$ cat src/rtl/core/bmi_ram.sv
// Generic single-write, single-read RAM with registered read data.
// No dependencies.
module bmi_ram #(
  parameter int unsigned WIDTH = 16,
  parameter int unsigned DEPTH = 256
) (
  input  logic                     clk_i,
  input  logic                     we_i,
  input  logic [$clog2(DEPTH)-1:0] waddr_i,
  input  logic [WIDTH-1:0]         wdata_i,
  input  logic [$clog2(DEPTH)-1:0] raddr_i,
  output logic [WIDTH-1:0]         rdata_o
);

  logic [WIDTH-1:0] mem_q [DEPTH];
  logic [WIDTH-1:0] rdata_q;

  // Write and registered read
  always_ff @(posedge clk_i) begin
    if (we_i) begin
      mem_q[waddr_i] <= wdata_i;
    end
    rdata_q <= mem_q[raddr_i];
  end

  assign rdata_o = rdata_q;

endmodule

$ cat config.mk
export PLATFORM = sky130hd
export DESIGN_NAME = bmi_ram
export DESIGN_NICKNAME = d
export VERILOG_FILES = /design/src/rtl/core/bmi_ram.sv
export SDC_FILE = /design/constraint.sdc
export NUM_CORES = 2
export LEC_CHECK = 0
export ABC_CLOCK_PERIOD_IN_PS = 5450
export BUFFER_PORTS_ARGS = -buffer_cell sky130_fd_sc_hd__buf_2
export CORE_AREA = 10 10 582 441
export DETAILED_ROUTE_END_ITERATION = 8
export DIE_AREA = 0 0 592 451
export PLACE_DENSITY = 0.77
export SYNTH_ARGS = -nofsm -noshare
export SYNTH_HDL_FRONTEND = slang
export SYNTH_SLANG_ARGS = --single-unit
$ cat constraint.sdc
create_clock -name clk_i -period 5.45 [get_ports clk_i]
set_input_delay 1.635 -clock clk_i [delete_from_list [all_inputs] [get_ports clk_i]]
set_output_delay 1.635 -clock clk_i [all_outputs]
set_load 0.02 [all_outputs]
==> summary.md <==
| Metric | Value |
|---|---|
| Outcome | `finished, violations left` |
| Failing checks | `capacitance limit, slew limit` |
| # rows | `158` |
| Worst-path clk slew | `0.07 ns` |
| Clock skew | `0.0575 ns` |
| Startpoint types | `input port` |
| Sw Ratio | `21.4%` |
| I/O pin count | `50` |
| Ys async rst share | `0%` |
| CTS Sinks | `4112` |
| GRT Residual Overflow | `0` |
| Syn Inst Count | `7360` |
| Gpl congestion | `0.920` |
| Worst Hold Class | `reg2reg` |
| Netlist cell types | `52` |
| Final setup TNS | `0 ns` |
| Average cell area after synthesis | `21.6 sq um` |
| Layout net count | `7953` |
| #FFs+latches synth | `4112` |
| Net switching power | `0.0137 W` |
| Cts bufs inserted | `371` |
| Vias/cell | `7.25` |
| Post-CTS Setup Bufs | `0` |
| Final setup viols | `0` |
| CP Capture Type | `flip-flop` |
| FF-to-FF End | `rdata_o[13]$_DFF_P_` |
| Hold Buf Count CTS | `0` |
| H-tree depth | `5` |
| Routed WL | `435000 um` |
| Count of pins over their slew limit | `76` |
| Post-synth EDFFs | `4096` |
| Skew-Pair Late Insertion Delay | `0.93 ns` |
| Initial core utilization | `64.6%` |
| Register area share after synthesis | `77.7%` |
| PortBufs | `49` |
| Combinational power share | `5.3%` |
| Worst r2r src | `mem_q[131][13]$_DFFE_PP_` |
| Post-CTS sizing | `0` |
| Unrepaired setup endpoints after global routing | `false` |
| P per Cell Area | `360 mW/mm^2` |
| Slew HR | `-9.97%` |
| Mapped cell area | `0.159 sq mm` |
| Fin area | `0.178 sq mm` |
| Horiz. Die Dim | `592 um` |
| Max-cap viol count | `1` |
| Worst EP arrival | `5.49 ns` |
| Tcrit/Tclk final | `86.3%` |
| Worst endpoint required time | `6.24 ns` |
| Area grow syn2layout | `12.0%` |
| Leak | `56.9 nW` |
| Hpwl dp | `253000 um` |
| Hold Path Depth | `6` |
| Crit Path Category | `in2reg` |
| Prevailing post-synth register cell | `edfxtp_1` |
| Reg2Reg Depth | `7` |
| Seq pwr share | `54.5%` |
| Syn_nets | `7394` |
| Fmax | `0.213 GHz` |
| First-iteration detailed-routing DRC count | `15.7k` |
| Worst VDD drop | `0.325 mV` |
| Root buffer cell | `clkbuf_16` |
| Pint | `0.0503 W` |
| Max clock buf depth | `4` |
| Clock share of power | `40.2%` |
| Routed Antenna Nets | `0` |
| Via count | `83.4k` |
| WHS Endpoint | `rdata_o[13]$_DFF_P_` |
| Post-DR wirelength/cell | `37.9 um` |
| Share of cells above drive strength 1 | `25.5%` |
| Core area | `0.246 sq mm` |
| Die ar. | `0.267 sq mm` |
| Initial antenna violation count | `39` |
| Synth warnings | `0` |
| Die Y | `451 um` |
| Count of final hold-check violations | `0` |
| Post-DP Area | `0.166 sq mm` |
| First-pass DRT Iterations | `6` |
| Vias in the first global route | `81.4k` |
| CTS tree | `yes` |
| R2r setup slk | `2.45 ns` |
| Hold_ws | `1.01 ns` |
| Worst Tran Pin Value | `1.65 ns` |
| Hold Crit Start | `mem_q[202][13]$_DFFE_PP_` |
| DR DRC count | `0` |
| CP max FO | `42` |
| Total global-route track usage | `32.4%` |
| Largest net degree at the start of global routing | `144` |
| Fin crit period | `4.70 ns` |
| First-pass GRT wire length | `616000 um` |
==> logic make-up after synthesis <==
| family | count (synthesis) | share of synthesized area [%] |
|---|---|---|
| multiplexers | 1450 | 15.5 |
| AND/OR/NAND/NOR | 556 | 1.57 |
| buffers and inverters | 456 | 1.69 |
| flip-flops | 4112 | 77.7 |
| AO/OA/AOI/OAI | 786 | 3.54 |
==> synthesized netlist by cell type, types with 2 or more instances <==
cell type	n	area (sq um)
edfxtp_1	4096	123000
mux4_2	797	17900
mux2i_1	565	5660
nor2_1	304	1140
o221ai_1	252	2210
clkbuf_1	230	863
a21oi_1	175	876
o22ai_1	148	926
nor3_1	92	460
mux2_2	88	991
buf_6	77	867
buf_2	76	380
a22oi_1	43	323
nand2_1	38	143
o21ai_0	37	185
nand3_1	35	175
a22o_1	32	280
a221oi_1	28	245
buf_1	27	101
buf_4	26	195
nand4_1	26	163
o32ai_1	20	175
a211oi_1	18	135
nor4_1	17	106
dfxtp_1	16	320
o31ai_1	16	120
and3_1	11	68.8
buf_8	11	165
nor2b_1	9	56.3
a2111oi_0	6	52.6
a31oi_1	6	37.5
buf_12	5	100
or2_2	4	25.0
inv_1	3	11.3
nand2b_1	3	18.8
nand4b_1	3	26.3
a21o_1	2	15.0
and4_1	2	17.5
nor4bb_1	2	20.0
or3_1	2	12.5
==> layer usage <==
metal / vias to the layer above / GRT usage, % / wire length (um)
met3: 1048 / 11.2 / 70500
met5: - / 0 / 195
li1: 32300 / - / -
met4: 28 / 11.3 / 18400
met1: 42800 / 46.6 / 151000
met2: 7155 / 47.1 / 195000
==> power groups by stage <==
stage	clock [W]	sequential, W	combinational (W)
6_report	0.0257	0.0349	0.00341
4_1_cts	0.0258	0.0349	0.00333
3_5_place_dp	0	0.0356	0.00329
5_1_grt	0.0270	0.0349	0.00351
2_1_floorplan	0	0.0356	0.00172
3_3_place_gp	0	0.0356	0.00320
==> stage by stage <==
step	utilization [%]	total power, W	setup slack (ns)	cells
3_5_place_dp	67.6	0.0389	0.256	10800
5_1_grt	72.3	0.0654	0.843	11500
2_1_floorplan	-	0.0373	1.65	7360
3_3_place_gp	67.6	0.0388	0.350	10800
4_1_cts	72.3	0.0641	1.11	11500
6_report	72.3	0.0641	0.748	11500
==> flip-flops by register name, summed over array words and instances, names as in the netlist <==
name and flops:
rdata_o 16, mem_q 4096
==> layout make-up <==
| type | count | area, sq um |
|---|---|---|
| flip-flops and latches | 4112 | 123000 |
| fillers | 13300 | 68000 |
| multi-input cells | 2792 | 32900 |
| clock buffers | 464 | 9810 |
| repair buffers | 638 | 5670 |
| well taps | 3280 | 4100 |
| clock inverters | 198 | 1870 |
| inverters | 4 | 27.5 |
| diodes | 9 | 22.5 |
==> critical path, cell delays in order <==
cell and delay (ns):
buf_8 0.42, buf_12 0.34, buf_12 0.29, buf_4 0.37, mux4_2 0.35, nor3_1 0.07
o21ai_0 0.70, nand3_1 0.73, nor4_1 0.45
==> worst max path at each step <==
stage / to / start / slack [ns] / cells past startpoint
2_1_floorplan: mem_q[235][0]$_DFFE_PP_ / waddr_i[3] / 1.65 / 6
3_3_place_gp: rdata_o[12]$_DFF_P_ / raddr_i[1] / 0.35 / 10
3_5_place_dp: rdata_o[7]$_DFF_P_ / raddr_i[1] / 0.26 / 8
4_1_cts: rdata_o[7]$_DFF_P_ / raddr_i[1] / 1.11 / 9
5_1_grt: rdata_o[7]$_DFF_P_ / raddr_i[1] / 0.84 / 9
6_report: rdata_o[7]$_DFF_P_ / raddr_i[1] / 0.75 / 9
==> cell usage in the layout (no fill, tap or decap), types with 13 or more instances in the layout <==
cell           n
o22ai_1      148
buf_4        524
mux2i_1      565
clkbuf_1      84
nand2_1       38
o31ai_1       16
clkinv_2      67
bufinv_16     33
clkinv_1      68
o221ai_1     252
nor2_1       265
a211oi_1      18
a22oi_1       43
nand4_1       26
a22o_1        32
mux2_2        88
a21oi_1      175
nor2_2        38
a221oi_1      28
nor4_1        17
clkbuf_16    379
buf_12        65
nor3_1        89
buf_2         29
dfxtp_1       16
mux4_2       797
o32ai_1       20
buf_8         17
clkinvlp_4    13
nand3_1       29
o21ai_0       37
edfxtp_1    4096
Power figures use the tool's default switching activity.
